`config.mk`:
```
export PLATFORM = sky130hd
export DESIGN_NAME = fpa_front
export DESIGN_NICKNAME = d
export VERILOG_FILES = /design/src/rtl/core/fpa_pkg.sv /design/src/rtl/core/fpa_front.sv
export SDC_FILE = /design/constraint.sdc
export NUM_CORES = 2
export LEC_CHECK = 0
export ABC_AREA = 1
export ABC_CLOCK_PERIOD_IN_PS = 23100
export CORE_ASPECT_RATIO = 0.6
export CORE_MARGIN = 1.5
export CORE_UTILIZATION = 43
export DETAILED_ROUTE_END_ITERATION = 8
export DONT_BUFFER_PORTS = 1
export GPL_TIMING_DRIVEN = 1
export PLACE_DENSITY = 0.67
export SLEW_MARGIN = 5
export SYNTH_ARGS = -nofsm -noshare
export SYNTH_HDL_FRONTEND = slang
export SYNTH_SLANG_ARGS = --single-unit
export TNS_END_PERCENT = 10
```
`constraint.sdc`:
```
create_clock -name clk_i -period 23.1 [get_ports clk_i]
set_clock_uncertainty 0.1 [all_clocks]
set_input_delay 3.465 -clock clk_i [delete_from_list [all_inputs] [get_ports clk_i]]
set_output_delay 3.465 -clock clk_i [all_outputs]
set_load 0.01 [all_outputs]
```
`src/rtl/core/fpa_pkg.sv`:
```
// Shared types and constants for the Q24.8 fixed-point ALU core.
// Used by every module under rtl/core; depends on nothing else.
`default_nettype none

package fpa_pkg;

  localparam int unsigned WORD_W = 32;

  typedef enum logic [3:0] {
    MODE_ADD = 4'd0,
    MODE_SUB = 4'd1,
    MODE_MUL = 4'd2,
    MODE_DIV = 4'd3,
    MODE_LT  = 4'd4,
    MODE_GT  = 4'd5,
    MODE_LE  = 4'd6,
    MODE_GE  = 4'd7,
    MODE_EQ  = 4'd8,
    MODE_NE  = 4'd9,
    MODE_MIN = 4'd10,
    MODE_MAX = 4'd11,
    MODE_INC = 4'd12,
    MODE_DEC = 4'd13,
    MODE_I2F = 4'd14,
    MODE_F2I = 4'd15
  } mode_e;

  typedef struct packed {
    logic [3:0]               mode;
    logic signed [WORD_W-1:0] operand_a;
    logic signed [WORD_W-1:0] operand_b;
  } in_t;

  typedef struct packed {
    logic signed [WORD_W-1:0] result_value;
    logic                     compare_true;
    logic                     status_code;
  } out_t;

  // Control and finished results that ride along the divider chain.
  typedef struct packed {
    logic                     is_div;
    logic                     neg;
    logic signed [WORD_W-1:0] res;
    logic                     flag;
    logic                     status;
  } cell_ctl_t;

endpackage

`default_nettype wire

```
`src/rtl/core/fpa_front.sv`:
```
// Input stage of the ALU: decodes the mode, computes the operations other than
// multiply and divide, registers the multiplier product and prepares divider operands.
// Depends on fpa_pkg.
`default_nettype none

module fpa_front #(
  parameter int unsigned FRAC_BITS = 8
) (
  input  wire                                  clk_i,
  input  wire                                  rst_ni,
  input  wire                                  valid_i,
  output logic                                 ready_o,
  input  fpa_pkg::in_t                         in_i,
  output logic                                 valid_o,
  input  wire                                  ready_i,
  output fpa_pkg::cell_ctl_t                   ctl_o,
  output logic [fpa_pkg::WORD_W+FRAC_BITS-1:0] dq_o,
  output logic [fpa_pkg::WORD_W-1:0]           dvs_o
);
  import fpa_pkg::*;

  localparam int unsigned DW = WORD_W + FRAC_BITS;
  localparam logic [WORD_W-1:0] RND = (WORD_W'(1) << FRAC_BITS) - WORD_W'(1);

  logic signed [WORD_W-1:0]   a, b;
  logic signed [2*WORD_W-1:0] prod_d, prod_q;
  logic signed [WORD_W-1:0]   f2i_sum;
  logic [WORD_W-1:0]          abs_a, abs_b;
  logic signed [WORD_W-1:0]   res_d, res_q;
  logic                       flag_d, flag_q, stat_d, stat_q;
  logic                       is_div_d, is_div_q, is_mul_d, is_mul_q, neg_q;
  logic [DW-1:0]              dvd_q;
  logic [WORD_W-1:0]          dvs_q;
  logic                       valid_q;

  assign a       = in_i.operand_a;
  assign b       = in_i.operand_b;
  assign prod_d  = a * b;
  // Negative values get a bias so the shift truncates toward zero.
  assign f2i_sum = a + (a[WORD_W-1] ? $signed(RND) : $signed(WORD_W'(0)));
  assign abs_a   = a[WORD_W-1] ? WORD_W'(-a) : WORD_W'(a);
  assign abs_b   = b[WORD_W-1] ? WORD_W'(-b) : WORD_W'(b);

  always_comb begin
    res_d    = '0;
    flag_d   = 1'b0;
    stat_d   = 1'b0;
    is_div_d = 1'b0;
    is_mul_d = 1'b0;
    unique case (mode_e'(in_i.mode))
      MODE_ADD: res_d = a + b;
      MODE_SUB: res_d = a - b;
      MODE_MUL: is_mul_d = 1'b1;
      MODE_DIV: begin
        is_div_d = 1'b1;
        stat_d   = (b == '0);
      end
      MODE_LT:  flag_d = (a < b);
      MODE_GT:  flag_d = (a > b);
      MODE_LE:  flag_d = (a <= b);
      MODE_GE:  flag_d = (a >= b);
      MODE_EQ:  flag_d = (a == b);
      MODE_NE:  flag_d = (a != b);
      MODE_MIN: res_d = (a < b) ? a : b;
      MODE_MAX: res_d = (a > b) ? a : b;
      MODE_INC: res_d = a + WORD_W'(1);
      MODE_DEC: res_d = a - WORD_W'(1);
      MODE_I2F: res_d = a <<< FRAC_BITS;
      MODE_F2I: res_d = f2i_sum >>> FRAC_BITS;
    endcase
  end

  assign ready_o = !valid_q || ready_i;

  always_ff @(posedge clk_i or negedge rst_ni) begin
    if (!rst_ni) begin
      valid_q <= 1'b0;
    end else if (ready_o) begin
      valid_q <= valid_i;
    end
  end

  always_ff @(posedge clk_i) begin
    if (valid_i && ready_o) begin
      prod_q   <= prod_d;
      res_q    <= res_d;
      flag_q   <= flag_d;
      stat_q   <= stat_d;
      is_div_q <= is_div_d;
      is_mul_q <= is_mul_d;
      neg_q    <= a[WORD_W-1] ^ b[WORD_W-1];
      dvd_q    <= {abs_a, {FRAC_BITS{1'b0}}};
      dvs_q    <= abs_b;
    end
  end

  // The product shifted right by FRAC_BITS, low word kept.
  always_comb begin
    ctl_o.is_div = is_div_q;
    ctl_o.neg    = neg_q;
    ctl_o.res    = is_mul_q ? prod_q[FRAC_BITS+WORD_W-1:FRAC_BITS] : res_q;
    ctl_o.flag   = flag_q;
    ctl_o.status = stat_q;
  end

  assign valid_o = valid_q;
  assign dq_o    = dvd_q;
  assign dvs_o   = dvs_q;

endmodule

`default_nettype wire

```
==> summary.md <==
| Metric | Value |
|---|---|
| Type of the worst setup path | `in -> reg` |
| CTS Root Buffer Type | `sky130_fd_sc_hd__clkbuf_16` |
| Number of synthesized register bits | `134` |
| Most frequent cell on the critical path | `sky130_fd_sc_hd__fa_1` |
| Most frequent standard cell in the layout excluding fill and tap cells | `sky130_fd_sc_hd__inv_1` |
| Met3 routed WL | `26920 um` |
| Top achievable clock speed | `between 90 and 100 MHz` |
| Type of element capturing the critical path | `register` |
| Count of mapped cells out of synthesis | `4950` |
| Global Route Usage Sum | `about a third` |
| TritonCTS clock tree | `yes` |
| Detail-routed net length per standard cell | `24.17 um` |
| Slew headroom | `around 8.4%` |
| Postcts setup bufs | `0` |
| Net count of the finished layout | `5718` |
| Ratio of cells with drive above 1 in the final layout | `slightly above 3%` |
| Final Wtd Congestion | `around 1.1` |
| Worst path cell trace | `nand2_1, inv_1, fa_1, fa_1, fa_1, inv_1, fa_1, inv_1, fa_1, inv_1, fa_1, inv_1, fa_1, fa_1, ha_1, nand2_1, nor2_1, nand2_1, o211ai_1, a21oi_1, o21ai_0, a21oi_1, xnor2_1` |
| CP max FO | `37` |
| Layout Area Growth over Synthesis | `3.425%` |
| DRC | `0` |
| Total wirelength of the detailed-routed design | `roughly 140000 um` |
| Number of hold-slack violations in the final timing report | `0` |
| Class of the tightest hold or removal check | `reg -> reg` |
| Area occupied by multi-input gates | `between 20000 and 30000 um^2` |
| Status | `finished clean` |
| Most common flop cell mapped by yosys | `sky130_fd_sc_hd__edfxtp_1` |
| Post-route antenna net violation count | `0` |
| Die area | `88490 um^2` |
| Total number of H-tree levels | `4` |
| Required time at the worst-slack endpoint | `about 23 ns` |
| Yosys cell types | `63` |
| Number of fillers in the final layout | `about 8600` |
| Pin count of the biggest net entering global routing | `approximately 130` |
| Wire length the detailed router placed on met1 | `61680 um` |
| Buffers from clock root to sink, at most | `2` |
| Number of global-route vias before repair | `30583` |
| Avg Vias per Cell | `~5.5` |
| Total Neg Setup Slack | `0 ns` |
| Placement row count | `between 80 and 90` |
| Total I/O pin count | `182` |
| Sequential area share after synthesis | `between 10% and 20%` |
| Global-route wire length before repair | `206000 um` |
| Insertion delay to the later sink of the worst-skew pair | `around 0.51 ns` |
| Clk sink count | `about 130` |
| Least-Margin Pin Slew | `between 1 and 1.5 ns` |
| Overall die width | `383.0 um` |
| Effective utilization at floorplan | `approximately 43%` |
| Ratio of final minimum period to clock period | `~48%` |
| Length of the first detailed-routing pass in iterations | `7` |
| Warnings from Yosys | `0` |
| Initial DRC Count | `~4300` |
| Number of hold-repair buffers added at the cts stage | `0` |
| Overflow left after global routing | `0` |
| Inserted Diodes | `0` |
| CTS clock-pin slew for the worst setup and hold paths | `0.07 ns` |
| Detailed placement HPWL | `roughly 110000 um` |
| Most used cells in the layout excluding fill and tap cells | `sky130_fd_sc_hd__inv_1 (1322), sky130_fd_sc_hd__nand2_1 (1212), sky130_fd_sc_hd__fa_1 (644)` |
| Total number of vias | `about 33000` |
| Post-CTS resize count | `0` |
| Number of buffers added by the clock tree synthesis step | `17` |
| Total of buffers placed on input and output ports | `0` |
| WP data arrival | `about 11 ns` |
| Placement Cell Area | `approximately 38000 um^2` |
| Unrepaired setup endpoints after global routing | `no` |
| Number of endpoints failing setup at the final stage | `0` |
| Shortest clock period the worst path allows after layout | `~11 ns` |
| Die H | `between 200 and 250 um` |
| Slowest cell on crit path | `sky130_fd_sc_hd__o211ai_1` |
| Initial antenna violation count | `4` |
| Top sig layer | `met5` |
| Mean instance size in the synthesized netlist | `about 7.5 um^2` |
| Critical Path Source Type | `input port` |
| Met2 Wirelength | `51070 um` |
| Share of synthesized registers carrying an async set or reset | `0.7463%` |
| Placeable core area | `85680 um^2` |
| Max_cap viols | `0` |
| Worst stage delay on the critical path | `about 0.95 ns` |
| Seq. cell area | `4019 um^2` |
| Final Max Tran Viols | `0` |
| Cell Area, Synth | `around 37000 um^2` |
| Post-synth EDFFs | `~130` |
| Finished layout cell area | `38540 um^2` |
-- layer usage --
metal  up-vias  global-route usage, %
met3       214                  18.12
met2      2408                  38.99
met5         -                      0
met1     15783                  48.15
met4         8                  6.944
li1      14243                      -
-- sequential cells by signal, indices dropped and copies added, names as in the netlist --
| name | count |
|---|---|
| dvs_o | 32 |
| neg_q | 1 |
| valid_o | 1 |
| is_div_q | 1 |
| res_q | 32 |
| prod_q | 32 |
| flag_q | 1 |
| is_mul_q | 1 |
| dq_o | 32 |
| stat_q | 1 |
-- area by class of cell --
| cell class | instances | share of cell area (%) |
|---|---|---|
| clock inverter | 14 | 0.5779 |
| tap | 1147 | 3.724 |
| sequential | 134 | 10.43 |
| timing repair buffer | 15 | 0.3247 |
| clock buffer | 18 | 1.114 |
| multi-input combinational | 3258 | 70.88 |
| inverter | 1330 | 12.95 |
-- path summary, 6_finish.rpt --
check	from	slack, ns	end	cells past startpoint
max in group asynchronous	rst_ni	20.29	valid_o	0
worst max-delay path	in_i[45]	11.99	prod_q[29]	23
worst min-delay path	valid_o	0.63	valid_o	2
min in group asynchronous	rst_ni	2.54	valid_o	0
worst max register to register	valid_o	21.11	prod_q[28]	2
worst min register to register	valid_o	0.63	valid_o	2
-- through the flow --
step	utilization, %	setup slack [ns]	instances	hold WS [ns]
after global routing	44.98	11.87	5916	0.6884
after CTS	44.98	12.41	5916	0.6476
after global placement	44.22	11.85	5884	0.5953
after detailed placement	44.22	11.86	5884	0.6384
after floorplan	-	12.42	4957	0.5094
final	44.98	11.99	5916	0.6275
-- synth_stat cells, drive strengths merged (14+ instances only) --
cell	count	share of area, %
o211ai	17	0.34
nand4	44	0.77
mux2	32	0.97
nand3b	17	0.34
clkbuf	149	1.5
a21o	14	0.28
xor2	89	2.1
fa	644	35
nor4	14	0.33
o21bai	15	0.34
nand2	1224	13
a21oi	180	2.4
edfxtp	133	11
inv	1329	13
nand3	146	2.0
xnor2	38	0.89
o21ai	174	2.3
a31oi	25	0.42
ha	246	8.3
nor3	44	0.71
nor2	242	2.6
buf	86	1.1
-- cell families (layout without fill, tap and decap cells) --
family	count (synthesis)	after routing	synth area share [%]
xor gates and xnor gates	127	127	2.985
muxes	32	32	0.9670
adders and majority gates	890	890	42.86
DFF	134	134	10.79
other	1	8	0.01006
and+or+nand+nor	1750	1750	19.63
buffers and inverters	1565	1377	16.04
AOI/OAI and AO/OA	451	451	6.729
-- worst max-delay path: cells and delay by family --
family	cells	cell delay (ns)
buf+inv	5	0.27
simple gates	4	0.98
fa+ha+maj	9	4.29
xor+xnor	1	0.17
compound gates	4	2.03
Power is not shown: default switching activity piles up to over one toggle a cycle in this logic, so the estimate is an artifact.
