`config.mk`:
```
export PLATFORM = sky130hd
export DESIGN_NAME = fpa_div_cell
export DESIGN_NICKNAME = d
export VERILOG_FILES = /design/src/rtl/core/fpa_pkg.sv /design/src/rtl/core/fpa_div_cell.sv
export SDC_FILE = /design/constraint.sdc
export NUM_CORES = 1
export LEC_CHECK = 0
export ABC_AREA = 1
export BUFFER_PORTS_ARGS = -buffer_cell sky130_fd_sc_hd__buf_4
export CAP_MARGIN = 30
export CORE_UTILIZATION = 46
export CTS_BUF_LIST = sky130_fd_sc_hd__clkbuf_4 sky130_fd_sc_hd__clkbuf_8
export DETAILED_ROUTE_END_ITERATION = 8
export PLACE_DENSITY_LB_ADDON = 0.12
export REMOVE_ABC_BUFFERS = 1
export SLEW_MARGIN = 25
export SYNTH_ARGS = -nofsm -noshare
export SYNTH_HDL_FRONTEND = slang
export SYNTH_SLANG_ARGS = --single-unit
```
`constraint.sdc`:
```
create_clock -name clk_i -period 7.7 [get_ports clk_i]
set_input_delay 1.54 -clock clk_i [delete_from_list [all_inputs] [get_ports clk_i]]
set_output_delay 1.54 -clock clk_i [all_outputs]
set_load 0.005 [all_outputs]
```
`src/rtl/core/fpa_pkg.sv`:
```
// Shared types and constants for the Q24.8 fixed-point ALU core.
// Used by every module under rtl/core; depends on nothing else.
`default_nettype none

package fpa_pkg;

  localparam int unsigned WORD_W = 32;

  typedef enum logic [3:0] {
    MODE_ADD = 4'd0,
    MODE_SUB = 4'd1,
    MODE_MUL = 4'd2,
    MODE_DIV = 4'd3,
    MODE_LT  = 4'd4,
    MODE_GT  = 4'd5,
    MODE_LE  = 4'd6,
    MODE_GE  = 4'd7,
    MODE_EQ  = 4'd8,
    MODE_NE  = 4'd9,
    MODE_MIN = 4'd10,
    MODE_MAX = 4'd11,
    MODE_INC = 4'd12,
    MODE_DEC = 4'd13,
    MODE_I2F = 4'd14,
    MODE_F2I = 4'd15
  } mode_e;

  typedef struct packed {
    logic [3:0]               mode;
    logic signed [WORD_W-1:0] operand_a;
    logic signed [WORD_W-1:0] operand_b;
  } in_t;

  typedef struct packed {
    logic signed [WORD_W-1:0] result_value;
    logic                     compare_true;
    logic                     status_code;
  } out_t;

  // Control and finished results that ride along the divider chain.
  typedef struct packed {
    logic                     is_div;
    logic                     neg;
    logic signed [WORD_W-1:0] res;
    logic                     flag;
    logic                     status;
  } cell_ctl_t;

endpackage

`default_nettype wire

```
`src/rtl/core/fpa_div_cell.sv`:
```
// One cell of the divider chain: a restoring step that produces one quotient
// bit and hands remainder, shifted dividend/quotient and control onward.
// Depends on fpa_pkg.
`default_nettype none

module fpa_div_cell #(
  parameter int unsigned DW = 40
) (
  input  wire                          clk_i,
  input  wire                          rst_ni,
  input  wire                          valid_i,
  output logic                         ready_o,
  input  fpa_pkg::cell_ctl_t           ctl_i,
  input  wire  [DW-1:0]                dq_i,
  input  wire  [fpa_pkg::WORD_W-1:0]   rem_i,
  input  wire  [fpa_pkg::WORD_W-1:0]   dvs_i,
  output logic                         valid_o,
  input  wire                          ready_i,
  output fpa_pkg::cell_ctl_t           ctl_o,
  output logic [DW-1:0]                dq_o,
  output logic [fpa_pkg::WORD_W-1:0]   rem_o,
  output logic [fpa_pkg::WORD_W-1:0]   dvs_o
);
  import fpa_pkg::*;

  logic [WORD_W:0]   trial, diff;
  logic              qbit;
  logic              valid_q;
  cell_ctl_t         ctl_q;
  logic [DW-1:0]     dq_q;
  logic [WORD_W-1:0] rem_q, dvs_q;

  // The remainder stays below the divisor, so the trial value fits in WORD_W+1 bits
  // and the top bit of the difference is the borrow.
  assign trial = {rem_i, dq_i[DW-1]};
  assign diff  = trial - {1'b0, dvs_i};
  assign qbit  = !diff[WORD_W];

  assign ready_o = !valid_q || ready_i;

  always_ff @(posedge clk_i or negedge rst_ni) begin
    if (!rst_ni) begin
      valid_q <= 1'b0;
    end else if (ready_o) begin
      valid_q <= valid_i;
    end
  end

  always_ff @(posedge clk_i) begin
    if (valid_i && ready_o) begin
      ctl_q <= ctl_i;
      dq_q  <= {dq_i[DW-2:0], qbit};
      rem_q <= qbit ? diff[WORD_W-1:0] : trial[WORD_W-1:0];
      dvs_q <= dvs_i;
    end
  end

  assign valid_o = valid_q;
  assign ctl_o   = ctl_q;
  assign dq_o    = dq_q;
  assign rem_o   = rem_q;
  assign dvs_o   = dvs_q;

endmodule

`default_nettype wire

```
==> metrics.md, run 1 <==
| Metric | Value |
|---|---|
| RSZ-0062 raised after global routing | `false` |
| Die extent in y | `between 100 and 150 µm` |
| Antenna fix cells | `0` |
| Number of flops mapped to enable cells by yosys | `140` |
| Max capacitance violation total | `0` |
| Initial core utilization | `46.8%` |
| Commonest register cell after synthesis | `edfxtp_1` |
| Worst setup EP type | `output port` |
| Critical Path RT | `6160 ps` |
| Worst Hold Endpoint | `valid_o$_DFFE_PN0N_` |
| Residual DRC | `0` |
| LEAKAGE | `between 5 and 6 nW` |
| Row Count | `46` |
| Clock tree root buffer cell | `clkbuf_8` |
| Post-Synthesis Cell Area | `~7400 µm²` |
| Area delta synth->final | `38.3%` |
| Most frequent cell after synthesis | `nand2_1` |
| CTS buffer count | `17` |
| Post-CTS setup buffers | `0` |
| Nets | `around 1300` |
| Post-synthesis sequential area ratio | `between 50% and 60%` |
| IO buf count | `285` |
| Die ar. | `between 15000 and 20000 µm²` |
| Post-CTS sizing | `0` |
| Reg2reg setup slack | `between 5000 and 6000 ps` |
| Routed Antenna Nets | `0` |
| CP startpoint kind | `input port` |
| WP buf/inv | `3` |
| Final period utilization | `a little under half` |
| Final Util | `64.8%` |
| Boundary Pins | `between 200 and 300` |
| Top cell type's share of synthesized area | `between 50% and 60%` |
| Pwr/cell area | `~200 nW/µm²` |
| Share of cells above drive strength 1 | `approximately 29%` |
| Clock H-tree levels | `4` |
| Clock Pin Slew Worst Setup and Hold Paths | `approximately 80 ps` |
| Overall Power | `around 2.0 mW` |
| Top post-synthesis cells by count | `nand2_1, inv_1, edfxtp_1, nor2_1, ha_1` |
| Ys async rst share | `less than 1%` |
| Syn_area_per_cell | `roughly 9 µm²` |
| Worst Clk Skew | `approximately 7.5 ps` |
| Worst Hold Depth | `2` |
| Final Hold Slack | `637 ps` |
| Routed len/inst | `15.0 µm` |
| Worst Path Arrival | `between 1500 and 2000 ps` |
| Clock buffer depth | `2` |
| Yosys reg bits | `~140` |
| Critical path class | `in2out` |
| Crit path top cell by count | `buf_4` |
| Synth Instances | `around 830` |
| R2r startpoint | `valid_o$_DFFE_PN0N_` |
| Worst hold path startpoint | `valid_o$_DFFE_PN0N_` |
| Layout fillers | `1376` |
| Outcome | `finished clean` |
| Fin. Hold Viols | `0` |
| Slowest Stage Delay on Critical Path | `around 150 ps` |
| Routability cong. | `0.909` |
| Rel. slew slack | `52.8%` |
| RR Endpoint | `rem_o[25]$_DFFE_PP_` |
| CTS tree | `done` |
| CP Max Fanout | `2` |
| Max Slew Vio Count | `0` |
| Clk_lat worst skew | `between 400 and 500 ps` |
| Vias in the first global route | `6136` |
| Largest cells by area after synthesis | `edfxtp_1, nand2_1, inv_1` |
| Min cycle time layout | `roughly 3500 ps` |
| GRT Total Usage | `25.1%` |
| Hpwl dp | `16200 µm` |
| DR vias | `about 6300` |
| # setup viols final | `0` |
| Hold buffer count at CTS | `0` |
| Least-Margin Pin Slew | `708 ps` |
| Initial antenna violation count | `0` |
| Sink Count | `141` |
| Dominant cell type by area after synthesis | `edfxtp_1` |
| CP top delay family | `buffers and inverters` |
| Worst-path cell chain | `buf_4, inv_1, nand2_1, buf_4` |
| First-pass GRT wire length | `roughly 31000 µm` |
| Max Clk Rate | `roughly 0.28 GHz` |
| Grt ovf | `0` |
| Initial DRC count | `281` |
| DP Area | `9810 µm²` |
| DR pass1 iterations | `5` |
| Library cells used by synthesis | `24` |
| Post-Place Setup Slack | `around 3900 ps` |
| Vias per cell | `about 4.7` |
| Cell count of the worst reg-to-reg path | `2` |
| Total wire length | `slightly above 20000 µm` |
| Synth Warn # | `0` |
| Die Wd | `roughly 130 µm` |
| Final instance area | `10200 µm²` |
| Crit path max-delay cell type | `buf_4` |
| Worst Hold Class | `reg2reg` |
| Setup WS post-layout | `4180 ps` |
| Largest net degree at the start of global routing | `57` |
| Maximum vdd drop | `105 µV` |
| Core box area | `roughly 16000 µm²` |
==> worst register-to-register path, cell delays in order, from the launching register on <==
cell and delay, ps:
dfrtp_1 430, a21oi_4 460, buf_4 680
==> cells by family after synthesis <==
family	after synthesis	synth area share [%]
compound gates	34	2.63
xor+xnor	15	1.77
fa+ha+maj	33	5.67
buf+inv	165	8.96
flops	141	57.1
simple gates	438	23.9
==> state kept, by name, indices dropped and copies added (netlist names) <==
signal   cells
ctl_o       36
dvs_o       32
dq_o        40
rem_o       32
valid_o      1
==> per-stage QoR <==
stage | std cells | setup TNS, ps
2_1_floorplan | 820 | -182460
3_3_place_gp | 1323 | 0
3_5_place_dp | 1324 | 0
4_1_cts | 1355 | 0
5_1_grt | 1355 | 0
6_report | 1355 | 0
==> area by class of cell <==
type | instances | area, µm² | share of cell area, %
sequential | 141 | 4230 | 41.3
multi-input combinational | 520 | 2530 | 24.7
timing repair buffer | 288 | 2180 | 21.3
inverter | 159 | 597 | 5.82
tap | 216 | 270 | 2.64
clock buffer | 17 | 234 | 2.28
clock inverter | 14 | 208 | 2.03
==> routing by layer <==
metal | wire (µm) | GRT usage, %
met4 | 656 | 12.0
met5 | 0 | 0
met2 | 10400 | 45.3
met3 | 1230 | 6.53
met1 | 7960 | 27.5
==> how the worst max path moves through the flow <==
stage | from | end | slack (ps) | cells past startpoint
6_report | ready_i | ready_o | 4180 | 4
5_1_grt | dq_i[39] | rem_o[20]$_DFFE_PP_ | 4150 | 16
4_1_cts | ready_i | ready_o | 4180 | 4
3_5_place_dp | dq_i[39] | rem_o[20]$_DFFE_PP_ | 3880 | 16
3_3_place_gp | dq_i[39] | rem_o[16]$_DFFE_PP_ | 4010 | 16
2_1_floorplan | valid_i | ctl_o[0]$_DFFE_PP_ | -1300 | 2
==> report_power, final <==
part           total, mW  internal [mW]  leakage [nW]  switching, mW
clock              0.671          0.359         0.221          0.312
sequential         0.925          0.911          1.35         0.0139
combinational      0.420          0.186          3.70          0.234
total               2.02           1.46          5.27          0.560
==> placed cells by master (no fill, tap or decap), drive strengths merged <==
cell / count
buf: 288
nand2: 345
nor2: 39
xor2: 14
or2: 2
clkbuf: 17
fa: 1
clkinv: 3
bufinv: 4
xnor2: 1
edfxtp: 140
a21oi: 27
dfrtp: 1
nand3: 31
clkinvlp: 1
ha: 32
nand3b: 2
nand4: 8
and3: 1
and2: 4
o21bai: 7
inv: 165
nor3: 6
No activity file was read; power rests on OpenSTA's default activity.
==> inputs of run 2 (changes only) <==
- clock period: 7.7 -> 3.1 ns (I/O delays scaled with it)
==> run 2 against run 1 <==
Via count up 0.60%. Worst setup slack got worse by 3500 ps. Die area did not move. Flip-flop and latch count stayed put. Routed wire length about the same. Final area shrank 0.73%. Hold slack worse by 300 ps. Critical path type is now in2reg.
==> metrics.md, run 2 (same netlist as run 1, synthesis figures left out) <==
| Metric | Value |
|---|---|
| Area delta synth->final | `37.3%` |
| Worst setup EP type | `register` |
| Vias in the first global route | `between 6000 and 7000` |
| Max Slew Vio Count | `0` |
| Die ar. | `~17000 µm²` |
| Clock tree root buffer cell | `clkbuf_8` |
| Worst Path Arrival | `between 2000 and 3000 ps` |
| IO buf count | `285` |
| Vias per cell | `4.70` |
| Routability cong. | `0.940` |
| Hpwl dp | `~16000 µm` |
| Final setup TNS | `0 ps` |
| Worst Clk Skew | `between 7 and 8 ps` |
| CP Max Fanout | `33` |
| Layer with the highest usage | `met2` |
| Nets | `~1300` |
| Cell count of the worst reg-to-reg path | `2` |
| Residual DRC | `0` |
| Maximum vdd drop | `between 300 and 400 µV` |
| CTS tree | `done` |
| Post-CTS setup buffers | `0` |
| CP top delay family | `simple AND/OR/NAND/NOR gates` |
| Fin. Hold Viols | `0` |
| Least-Margin Pin Slew | `between 400 and 500 ps` |
| Post-Place Setup Slack | `just under 200 ps` |
| Die extent in y | `129 µm` |
| Critical Path End | `rem_o[20]$_DFFE_PP_` |
| Crit path top cell by count | `nand2_1` |
| Min cycle time layout | `about 2400 ps` |
| Core box area | `~16000 µm²` |
| First-pass GRT wire length | `approximately 31000 µm` |
| Max capacitance violation total | `0` |
| Initial antenna violation count | `0` |
| Total wire length | `just over 20000 µm` |
| Grt ovf | `0` |
| Boundary Pins | `between 200 and 300` |
| Largest register FFs | `40` |
| GRT Total Usage | `24.7%` |
| Sequential Area | `roughly 4200 µm²` |
| Initial DRC count | `between 200 and 300` |
| Outcome | `finished clean` |
| Final period utilization | `roughly four fifths` |
| Setup WS post-layout | `about 680 ps` |
| GR Util met1 | `27.4%` |
| Clock Pin Slew Worst Setup and Hold Paths | `around 90 ps` |
| Commonest non-fill, non-tap cell in the layout | `nand2_1` |
| Met2 Resource Use GR | `between 40% and 50%` |
| DR pass1 iterations | `5` |
| Row Count | `46` |
| Pwr/cell area | `463 nW/µm²` |
| Worst-path cell chain | `buf_4, inv_1, ha_1, fa_1, inv_1, nand2_1, nand2_1, nand3_1, nand2_2, nand2_1, nand2_2, nand2_2, nand3_1, nand2_4, nand2_1, nand2_1` |
| Critical path class | `in2reg` |
| Post-CTS sizing | `0` |
| Multi-input gate area in the final layout | `around 2500 µm²` |
| Critical Path RT | `~3300 ps` |
| Initial core utilization | `46.8%` |
| LEAKAGE | `about 5.2 nW` |
| DR vias | `between 6000 and 7000` |
| Antenna fix cells | `0` |
| Most frequent cells in the layout | `nand2_1, buf_4, inv_1` |
| Met3 track demand over resource | `under 10%` |
| CTS buffer count | `17` |
| Crit path max-delay cell type | `fa_1` |
| WP buf/inv | `3` |
| Share of cells above drive strength 1 | `between 20% and 30%` |
| RSZ-0062 raised after global routing | `false` |
| Levels on crit path | `16` |
| CP startpoint kind | `input port` |
| Largest net degree at the start of global routing | `87` |
| Sink Count | `around 140` |
| Clock H-tree levels | `4` |
| Clock buffer depth | `2` |
| Routed Antenna Nets | `0` |
| Layout fillers | `between 1000 and 1500` |
| Clk_lat worst skew | `450 ps` |
| Rel. slew slack | `just under 70%` |
| R2r startpoint | `valid_o$_DFFE_PN0N_` |
| Slowest Stage Delay on Critical Path | `between 400 and 500 ps` |
| Die Wd | `roughly 130 µm` |
| RR Endpoint | `rem_o[22]$_DFFE_PP_` |
| # setup viols final | `0` |
| Crit path from | `dq_i[39]` |
| Routed len/inst | `14.9 µm` |
| Reg2reg setup slack | `~1600 ps` |
| Worst Hold Class | `in2reg` |
| Hold buffer count at CTS | `1` |
| Max Clk Rate | `0.412 GHz` |
run 2: cell count changes in the layout (fill, tap and decap cells not counted), moves of 2 or more:
cell / previous run / this run
inv_6: 4 / 6
buf_12: 0 / 2
bufinv_16: 4 / 0
buf_4: 287 / 285
run 2: cell type report:
cell class | count | area share [%]
Multi-Input combinational cell | 520 | 24.9
Inverter | 159 | 5.87
Clock buffer | 17 | 2.30
Tap cell | 216 | 2.66
Timing Repair Buffer | 288 | 21.5
Sequential cell | 141 | 41.6
Clock inverter | 15 | 1.23
run 2: power breakdown:
group | switching, mW | total, mW | internal [mW]
clock | 0.793 | 1.37 | 0.577
combinational | 0.580 | 1.04 | 0.462
sequential | 0.0344 | 2.30 | 2.26
run 2: worst register-to-register path, stage by stage, from the launching register on:
cell     delay (ps)
dfrtp_1         440
a21oi_4         250
buf_12          410
run 2: through the flow:
stage	instance area (µm²)	hold slack (ps)	power (mW)	cells	utilization (%)
final	10200	336	4.71	1356	64.3
after global routing	10200	300	4.96	1356	64.3
after CTS	10200	306	4.76	1356	64.3
after detailed placement	9800	396	3.39	1323	61.9
after global placement	9800	396	3.36	1323	61.9
after floorplan	7340	324	2.90	820	-
run 2: how the worst min path moves through the flow:
stage                   from                  end  slack (ps)  cells after the start
floorplan             rst_ni  valid_o$_DFFE_PN0N_         320                      0
global placement      rst_ni  valid_o$_DFFE_PN0N_         400                      1
detailed placement    rst_ni  valid_o$_DFFE_PN0N_         400                      1
CTS                  dq_i[8]    dq_o[9]$_DFFE_PP_         310                      1
global route        dq_i[23]   dq_o[24]$_DFFE_PP_         300                      1
finish               dq_i[8]    dq_o[9]$_DFFE_PP_         340                      1
run 2: routing by layer:
| layer | up-vias | share of wire [%] | wire (µm) |
|---|---|---|---|
| li1 | 3211 | - | - |
| met1 | 2885 | 38 | 7790 |
| met2 | 228 | 51 | 10400 |
| met3 | 46 | 6.8 | 1380 |
| met4 | 0 | 3.3 | 662 |
| met5 | - | 0 | 0 |
