`config.mk`:
```
export PLATFORM = sky130hd
export DESIGN_NAME = fpa_tail
export DESIGN_NICKNAME = d
export VERILOG_FILES = /design/src/rtl/core/fpa_pkg.sv /design/src/rtl/core/fpa_tail.sv
export SDC_FILE = /design/constraint.sdc
export NUM_CORES = 1
export LEC_CHECK = 0
export BUFFER_PORTS_ARGS = -buffer_cell sky130_fd_sc_hd__buf_4
export CAP_MARGIN = 5
export CORE_UTILIZATION = 43
export CTS_CLUSTER_DIAMETER = 100
export CTS_CLUSTER_SIZE = 20
export DETAILED_ROUTE_END_ITERATION = 10
export MAX_ROUTING_LAYER = met4
export PLACE_DENSITY = 0.83
export RECOVER_POWER = 100
export SKIP_LAST_GASP = 1
export SYNTH_ARGS = -nofsm -noshare
export SYNTH_HDL_FRONTEND = slang
export SYNTH_SLANG_ARGS = --single-unit
```
`constraint.sdc`:
```
create_clock -name clk_i -period 1.82 [get_ports clk_i]
set_input_delay 0 -clock clk_i [delete_from_list [all_inputs] [get_ports clk_i]]
set_output_delay 0 -clock clk_i [all_outputs]
set_load 0.1 [all_outputs]
```
`src/rtl/core/fpa_pkg.sv`:
```
// Shared types and constants for the Q24.8 fixed-point ALU core.
// Used by every module under rtl/core; depends on nothing else.
`default_nettype none

package fpa_pkg;

  localparam int unsigned WORD_W = 32;

  typedef enum logic [3:0] {
    MODE_ADD = 4'd0,
    MODE_SUB = 4'd1,
    MODE_MUL = 4'd2,
    MODE_DIV = 4'd3,
    MODE_LT  = 4'd4,
    MODE_GT  = 4'd5,
    MODE_LE  = 4'd6,
    MODE_GE  = 4'd7,
    MODE_EQ  = 4'd8,
    MODE_NE  = 4'd9,
    MODE_MIN = 4'd10,
    MODE_MAX = 4'd11,
    MODE_INC = 4'd12,
    MODE_DEC = 4'd13,
    MODE_I2F = 4'd14,
    MODE_F2I = 4'd15
  } mode_e;

  typedef struct packed {
    logic [3:0]               mode;
    logic signed [WORD_W-1:0] operand_a;
    logic signed [WORD_W-1:0] operand_b;
  } in_t;

  typedef struct packed {
    logic signed [WORD_W-1:0] result_value;
    logic                     compare_true;
    logic                     status_code;
  } out_t;

  // Control and finished results that ride along the divider chain.
  typedef struct packed {
    logic                     is_div;
    logic                     neg;
    logic signed [WORD_W-1:0] res;
    logic                     flag;
    logic                     status;
  } cell_ctl_t;

endpackage

`default_nettype wire

```
`src/rtl/core/fpa_tail.sv`:
```
// Output register of the ALU: applies the quotient sign, selects the final
// result word and holds the item until the consumer takes it.
// Depends on fpa_pkg.
`default_nettype none

module fpa_tail #(
  parameter int unsigned DW = 40
) (
  input  wire                 clk_i,
  input  wire                 rst_ni,
  input  wire                 valid_i,
  output logic                ready_o,
  input  fpa_pkg::cell_ctl_t  ctl_i,
  input  wire  [DW-1:0]       dq_i,
  output logic                valid_o,
  input  wire                 stall_i,
  output fpa_pkg::out_t       out_o
);
  import fpa_pkg::*;

  logic [WORD_W-1:0] quo;
  out_t              out_d, out_q;
  logic              valid_q;

  assign quo = dq_i[WORD_W-1:0];

  always_comb begin
    out_d.compare_true = ctl_i.flag;
    out_d.status_code  = ctl_i.status;
    if (!ctl_i.is_div) begin
      out_d.result_value = ctl_i.res;
    end else if (ctl_i.status) begin
      out_d.result_value = '0;
    end else begin
      out_d.result_value = ctl_i.neg ? $signed(-quo) : $signed(quo);
    end
  end

  assign ready_o = !valid_q || !stall_i;

  always_ff @(posedge clk_i or negedge rst_ni) begin
    if (!rst_ni) begin
      valid_q <= 1'b0;
    end else if (ready_o) begin
      valid_q <= valid_i;
    end
  end

  always_ff @(posedge clk_i) begin
    if (valid_i && ready_o) begin
      out_q <= out_d;
    end
  end

  assign valid_o = valid_q;
  assign out_o   = out_q;

endmodule

`default_nettype wire

```
==> results.toml, run 1 <==
[outcome]
outcome = "finished with violations"
violations = "negative setup slack"

[global_route]
grtUsageTotal = 0.2820
grt_antenna_before_repair = 0
grt-ovfl-total = 0
grt_max_degree = 35
grt_first_pass_wirelength_mm = 13.08
first_global_vias = 2676

[cells_and_area]
drive_above_1_share = 0.3368
area.growth.synth_to_final_pct = 46.82
fin_area_um2 = 3606
diodes = 0
nNetsFinal = 470

[sta]
fmax_mhz = 549.3
whs_ns = 0.003611
final.setup_skew_ns = 0.007993
hold_violations = 0
drv_slew = 0
relSlewSlack = 0.1992
finalSetupViolCount = 1
post-route-period-util = 1.000
layout_min_cycle_time_ns = 1.820
tightest_slew_ns = 1.206
setup_ws_ns = -0.0004434
rsz0062_at_grt = "true"

[placement]
place_congestion = 0.8890
port_buffers = 107
place_area_um2 = 3561
place_hpwl_mm = 5.756

[clock_network]
cts_setup_buffers = 0
cts_tree = "built"
clk_pin_slew_worst_paths_ns = 0.08
h-tree-depth = 2
clock-sinks = 35
clk_latency_ns = 0.29
cts_buffer_depth = 2
numCtsBuffers = 5
root_buffer = "clkbuf_8"

[synth]
synthFlopType = "edfxtp_1"
synth-xor-area-share = 0.04279
synthAdderAreaFrac = 0.005094
synthDistinctLibCells = 45
synth_simple_gate_area_frac = 0.2690
synth_compound_area_frac = 0.2022
synth_top_family_by_area = "simple AND/OR/NAND/NOR gates"
yosysSeqAreaShare = 0.4259
synth-edff-count = 34
synth_seq_cells = 35
synth_nets = 333
async_flop_share = 0.02857
synth_area_um2 = 2456
synth.yosys.warnings = 0
synthCells = 252
synth_mux_area_frac = 0.004075
syn_area_per_cell_um2 = 9.746

[run]
maxCapViolations = 0

[floorplan]
io_pins = 116
die_x_um = 77.58
coreArea_um2 = 5507
start_util = 0.4460
fp.dieH_um = 77.58
rows = 27
die_area_um2 = 6018

[route]
vias = 2811
remaining_drc_errors = 0
drt-initial-drc-count = 355
dr.pass1.iters = 5
routed_wl_mm = 8.146
drtAntennaViolNets = 0
viasPerCell = 6.098
routedWlPerCell_um = 17.67

[power]
ir_drop_mv = 0.3096
p_leak_nw = 1.367
powerDensity_nw_per_um2 = 713.8

[worst_setup_path]
crit_required_ns = 1.98
arrival_ns = 1.98
start_kind = "primary input"
crit_type = "in -> reg"
path_max_fanout = 24
endpoint_kind = "register"

[worst_hold_path]
hp-class = "in -> reg"
-- sequential cells by signal, indices dropped and copies added, names as in the netlist --
| name | flops |
|---|---|
| valid_o | 1 |
| out_o | 34 |
-- placed cells by master (no fill, tap or decap), types with 6 or more instances in the layout --
cell / instances
xnor2_1: 9
or4_1: 15
a32oi_1: 12
dlygate4sd3_1: 9
nand2_1: 14
o21ai_0: 7
buf_4: 103
nand3_1: 18
clkbuf_1: 34
a22o_1: 8
clkbuf_2: 6
nand4_1: 6
nor3_1: 14
edfxtp_1: 34
nor2_1: 8
or3_1: 6
o31ai_1: 9
-- critical path, stage by stage --
cell and delay, ns:
buf_4 0.12, or4_1 0.55, or4b_4 0.65, or4_1 0.55, nand3_1 0.10
-- final timing paths --
path	startpoint	end	slack [ns]	cells past startpoint
hold reg to reg	valid_o$_DFFE_PN0N_	out_o[27]$_DFFE_PP_	1.00	2
hold / removal	ctl_i[12]	out_o[12]$_DFFE_PP_	0.004	3
setup / recovery	dq_i[6]	out_o[25]$_DFFE_PP_	-0.0004	5
min in group asynchronous	rst_ni	valid_o$_DFFE_PN0N_	0.03	2
max in group asynchronous	rst_ni	valid_o$_DFFE_PN0N_	1.70	2
setup reg to reg	valid_o$_DFFE_PN0N_	out_o[14]$_DFFE_PP_	0.45	2
-- cell families after synthesis --
logic type | Yosys count
and+or+nand+nor | 112
xor gates and xnor gates | 12
AOI/OAI and AO/OA | 60
DFF | 35
buffers and inverters | 31
adders and majority gates | 1
muxes | 1
-- final cells by class --
class | count | area, um^2
multi-input combinational | 186 | 1300
timing repair buffer | 155 | 1044
fill | 482 | 1901
tap | 72 | 90.09
inverter | 6 | 22.52
clock inverter | 1 | 30.03
sequential | 35 | 1047
clock buffer | 6 | 72.57
-- per-stage QoR --
| step | TNS [ns] | std cells | total power [W] | util | worst slack (ns) |
|---|---|---|---|---|---|
| after global routing | -0.1516 | 461 | 0.002648 | 0.6549 | -0.04878 |
| after CTS | 0 | 461 | 0.002619 | 0.6817 | 0.01515 |
| after detailed placement | -3.077 | 445 | 0.001923 | 0.6467 | -0.3364 |
| after global placement | -2.346 | 445 | 0.001906 | 0.6467 | -0.2332 |
| after floorplan | -0.7768 | 252 | 0.001585 | - | -0.1491 |
| final | -0.0004434 | 461 | 0.002574 | 0.6549 | -0.0004434 |
-- power breakdown --
| part | switching [W] | internal (W) | leakage (nW) |
|---|---|---|---|
| registers | 0.0000162 | 0.000955 | 0.340 |
| clock network | 0.000293 | 0.000402 | 0.0513 |
| logic | 0.000642 | 0.000266 | 0.976 |
| total | 0.000951 | 0.00162 | 1.37 |
-- synthesized netlist by cell type (4+ instances only) --
| library cell | count | area (um^2) |
|---|---|---|
| a222oi_1 | 4 | 40.04 |
| a22o_1 | 8 | 70.07 |
| a32oi_1 | 12 | 105.1 |
| clkbuf_1 | 20 | 75.07 |
| edfxtp_1 | 34 | 1021 |
| inv_1 | 5 | 18.77 |
| nand2_1 | 14 | 52.55 |
| nand2b_1 | 4 | 25.02 |
| nand3_1 | 18 | 90.09 |
| nand3b_1 | 5 | 37.54 |
| nand4_1 | 6 | 37.54 |
| nor2_1 | 8 | 30.03 |
| nor2b_1 | 5 | 31.28 |
| nor3_1 | 14 | 70.07 |
| o21ai_0 | 7 | 35.03 |
| o31ai_1 | 9 | 67.56 |
| o41ai_1 | 5 | 43.79 |
| or2_2 | 5 | 31.28 |
| or3_1 | 7 | 43.79 |
| or4_1 | 15 | 112.6 |
| xnor2_1 | 9 | 78.83 |
-- routing by layer --
layer | GRT usage | vias to the layer above | wire (um)
met2 | 0.4496 | 155 | 3888
met1 | 0.3672 | 1337 | 3349
met4 | 0.09245 | 0 | 200
met3 | 0.04235 | 22 | 707
li1 | - | 1297 | -
met5 | - | - | 0
-- timing repair --
item	CTS	global route
hold endpoints to repair	8	0
pin swaps	0	0
endpoints found under the setup margin	1	9
resized for setup	1	5
hold buffers	9	0
gates cloned	0	0
Power figures use the tool's default switching activity.
==> run 2, diff against run 1 <==
SKIP_LAST_GASP = unset   (was 1)
==> run 2 against run 1 <==
The run now ends clean. Utilization grew 0.11 points. Clock power shrank 0.6%. Combinational power is essentially flat. Count of clock-buffer cells in the layout is the same. Final area grew 0.17%. Flip-flop and latch count is the same. Power shrank 0.14%. Wire length is essentially flat. Highest routed layer unchanged.
==> results.toml, run 2 (synthesis results as in run 1) <==
[floorplan]
rows = 27
die_area_um2 = 6018
start_util = 0.4460
die_x_um = 77.58
coreArea_um2 = 5507
io_pins = 116
fp.dieH_um = 77.58

[placement]
detailedPlace.worstSlack_ns = -0.3364
place_congestion = 0.8890
placed_cells_incl_taps = 445
port_buffers = 107
place_hpwl_mm = 5.756

[global_route]
first_global_vias = 2676
grt_first_pass_wirelength_mm = 13.08
grtUsageTotal = 0.2820
grt_antenna_before_repair = 0
grt-ovfl-total = 0
grt_max_degree = 35

[route]
routedWlPerCell_um = 17.68
drtAntennaViolNets = 0
viasPerCell = 6.108
remaining_drc_errors = 0
drt-initial-drc-count = 328
routed_wl_mm = 8.149
dr.pass1.iters = 7
vias = 2816

[clock_network]
clk_latency_ns = 0.29
h-tree-depth = 2
cts_setup_buffers = 0
clock-sinks = 35
cts_tree = "built"
clk_pin_slew_worst_paths_ns = 0.08
numCtsBuffers = 5
root_buffer = "clkbuf_8"
cts_buffer_depth = 2

[worst_hold_path]
hp-class = "in -> reg"
hp-start = "ctl_i[12]"

[worst_setup_path]
arrival_ns = 1.96
worstSetupStartpoint = "dq_i[12]"
reg2reg_from = "valid_o$_DFFE_PN0N_"
cpPeakStageDelay_ns = 0.68
crit_type = "in -> reg"
crit_required_ns = 1.97
crit_chain = "buf_4, or4_4, or4b_4, or4_4, nand3_1"
path_max_fanout = 24
cpMostUsedCell = "or4_4"
slowest_stage = "or4b_4"
start_kind = "primary input"
endpoint_kind = "register"

[cells_and_area]
largest_reg_flops = 34
layout.cells.most_common_list = "buf_4, clkbuf_1, edfxtp_1"
diodes = 0
area.growth.synth_to_final_pct = 47.07
nNetsFinal = 470
final_common_cell = "buf_4"
fin_cells = 461
drive_above_1_share = 0.3470
fillers = 480

[power]
powerDensity_nw_per_um2 = 711.6
p_leak_nw = 1.369
ir_drop_mv = 0.3098

[sta]
layout_min_cycle_time_ns = 1.809
tightest_slew_ns = 1.206
fmax_mhz = 552.7
rsz0062_at_grt = "true"
hold_violations = 0
post-route-period-util = 0.9942
relSlewSlack = 0.1992
finalSetupViolCount = 0
drv_slew = 0
setup_ws_ns = 0.01060
final.setup_skew_ns = 0.008041

[run]
maxCapViolations = 0

[outcome]
outcome = "complete, no violations"
[run 2: changes by cell type in the layout (fill, tap and decap cells not counted), sizes merged]
cell,delta
buf,-1
clkbuf,+1
[run 2: layout make-up]
class,count,area (um^2),share of cell area
repair buffers,155,1036,0.2868
well taps,72,90.09,0.02494
multi-input cells,186,1314,0.3637
clock buffers,6,72.57,0.02009
inverters,6,22.52,0.006235
clock inverters,1,30.03,0.008313
flip-flops and latches,35,1047,0.2899
[run 2: path summary, 6_finish.rpt]
check                                      end  slack [ns]  cells past startpoint
hold / removal             out_o[12]$_DFFE_PP_       0.005                      3
setup / recovery           out_o[25]$_DFFE_PP_        0.01                      5
min in group asynchronous  valid_o$_DFFE_PN0N_        0.03                      2
max in group asynchronous  valid_o$_DFFE_PN0N_        1.70                      2
setup reg to reg           out_o[14]$_DFFE_PP_        0.46                      2
hold reg to reg            out_o[27]$_DFFE_PP_        0.99                      2
[run 2: routing by layer]
metal	share of wire	GRT usage	vias up
met1	0.41	0.3672	1327
met4	0.022	0.09245	0
li1	-	-	1296
met5	0	-	-
met3	0.086	0.04235	18
met2	0.48	0.4496	175
[run 2: power breakdown]
part | total [W] | leakage, nW | internal (W) | switching [W]
logic | 0.000908 | 0.977 | 0.000266 | 0.000642
registers | 0.000972 | 0.340 | 0.000955 | 0.0000164
clock network | 0.000691 | 0.0513 | 0.000402 | 0.000289
total | 0.00257 | 1.37 | 0.00162 | 0.000948
[run 2: metrics by stage]
stage | cell area, um^2 | TNS [ns] | util | power (W) | hold WS, ns
after floorplan | 2481 | -0.7768 | - | 0.001585 | -0.2956
after global placement | 3561 | -2.346 | 0.6467 | 0.001906 | -0.2246
after detailed placement | 3561 | -3.077 | 0.6467 | 0.001923 | -0.2237
after CTS | 3754 | 0 | 0.6817 | 0.002619 | 0.0004349
after global routing | 3612 | -0.03935 | 0.6560 | 0.002649 | 0.01407
final | 3612 | 0 | 0.6560 | 0.002571 | 0.004911
[run 2: repair_timing]
item,CTS,global route
pin swaps,0,3
resized for setup,1,8
endpoints found under the hold margin,8,0
hold buffers,9,0
setup endpoints to repair,1,9
[run 2: critical path: cells and delay by family]
kind                   cells  cell delay (ns)
AND/OR/NAND/NOR            4             1.84
buffers and inverters      1             0.11
==> run 3, diff against run 2 <==
CORE_MARGIN = 3   (was unset)
==> run 3 against run 2 <==
Combinational power rose by 5.7%. Clock skew fell by 0.0054 ns. Die area rose by 11%. Sequential power barely moved. Sequential share of layout area fell by 1.2 points. Utilization rose by 5.5 points. The run now ends with negative hold slack left. Final area rose by 4.4%. Largest power group unchanged. Non-clock buffer count fell by 2.
==> results.toml, run 3 (synthesis results as in run 1) <==
[worst_setup_path]
endpoint_kind = "register"
crit_type = "in -> reg"
start_kind = "primary input"
reg2reg_depth = 2
path_max_fanout = 24
arrival_ns = 1.98
crit_required_ns = 1.98

[cells_and_area]
multi_input_comb_area_um2 = 1333
final_common_cell = "buf_4"
area.growth.synth_to_final_pct = 53.54
drive_above_1_share = 0.4407
diodes = 0
regArea_um2 = 1047
fillers = 396
fin_cells = 458
nNetsFinal = 468
largest_reg_flops = 34
fin_area_um2 = 3771
layout.cells.most_common_list = "buf_4, edfxtp_1, nand3_1"

[power]
powerDensity_nw_per_um2 = 698.8
ir_drop_mv = 0.3326
p_leak_nw = 1.504

[sta]
hold_violations = 1
tns_ns = 0
drv_slew = 0
post-route-period-util = 0.9998
finalSetupViolCount = 0
final.setup_skew_ns = 0.002655
tightest_slew_ns = 0.6618
relSlewSlack = 0.5568
layout_min_cycle_time_ns = 1.820
rsz0062_at_grt = "true"
fmax_mhz = 549.6
whs_ns = -0.001038

[global_route]
grtUsageTotal = 0.2571
grt_antenna_before_repair = 0
first_global_vias = 2665
grt-ovfl-total = 0
grt_max_degree = 35
grt_first_pass_wirelength_mm = 12.88

[route]
drtAntennaViolNets = 0
drt-initial-drc-count = 381
routedWlPerCell_um = 18.25
viasPerCell = 6.199
dr.pass1.iters = 6
vias = 2839
routed_wl_mm = 8.358
remaining_drc_errors = 0

[placement]
place_congestion = 0.9211
placed_cells_incl_taps = 440
port_buffers = 107
place_hpwl_mm = 5.905
place_area_um2 = 3536

[clock_network]
numCtsBuffers = 5
cts_tree = "built"
clock-sinks = 35
clk_pin_slew_worst_paths_ns = 0.08
clk_latency_ns = 0.29
cts_buffer_depth = 2
cts_setup_buffers = 0
h-tree-depth = 2
root_buffer = "clkbuf_8"

[floorplan]
start_util = 0.4632
die_x_um = 81.58
coreArea_um2 = 5303
fp.dieH_um = 81.58
io_pins = 116
die_area_um2 = 6654
rows = 26

[run]
maxCapViolations = 0

[worst_hold_path]
whs_path_depth = 1
hp-class = "in -> reg"

[outcome]
violations = "negative hold slack"
outcome = "finished with violations"
## run 3: worst paths after layout
kind                                       endpoint  slack (ns)                 from
worst min register to register  out_o[24]$_DFFE_PP_        0.97  valid_o$_DFFE_PN0N_
max in group asynchronous       valid_o$_DFFE_PN0N_        1.69               rst_ni
worst max-delay path            out_o[21]$_DFFE_PP_      0.0003             dq_i[12]
min in group asynchronous       valid_o$_DFFE_PN0N_        0.04               rst_ni
worst min-delay path             out_o[0]$_DFFE_PP_      -0.001             ctl_i[0]
worst max register to register  out_o[14]$_DFFE_PP_        0.50  valid_o$_DFFE_PN0N_
## run 3: layout make-up
class	count	share of cell area
clock inverter	3	0.01029
multi-input combinational	186	0.3534
inverter	6	0.005972
tap	70	0.02322
sequential	35	0.2777
timing repair buffer	153	0.3112
clock buffer	5	0.01825
## run 3: through the flow
step           setup WS [ns]  utilization  total power, W  hold slack (ns)
2_1_floorplan        -0.1491            -        0.001585          -0.2956
4_1_cts              0.01493       0.7060        0.002620         0.005780
6_report           0.0003499       0.7112        0.002635        -0.001038
3_5_place_dp         -0.2900       0.6668        0.001920          -0.2221
5_1_grt             -0.03590       0.7112        0.002722         0.002279
3_3_place_gp         -0.2355       0.6668        0.001906          -0.2247
## run 3: repair_timing
item | in CTS | in global routing
hold buffers | 10 | 0
gates resized for setup | 0 | 9
endpoints found under the setup margin | 0 | 6
hold endpoints to repair | 9 | 0
## run 3: critical path: stages
cell     delay [ns]
buf_4          0.11
or4_4          0.53
or4b_4         0.67
or4_1          0.56
nand3_1        0.10
## run 3: per-layer routing
layer,global-route usage,part of all wire,vias to the layer above
met5,-,0,-
met4,0.08140,0.024,0
met3,0.03947,0.11,23
met2,0.4251,0.50,207
met1,0.3250,0.36,1316
li1,-,-,1293
## run 3: where the power goes
| group | switching, W | leakage (nW) | internal (W) |
|---|---|---|---|
| sequential | 0.0000173 | 0.340 | 0.000955 |
| combinational | 0.000644 | 1.11 | 0.000317 |
| clock | 0.000301 | 0.0556 | 0.000401 |
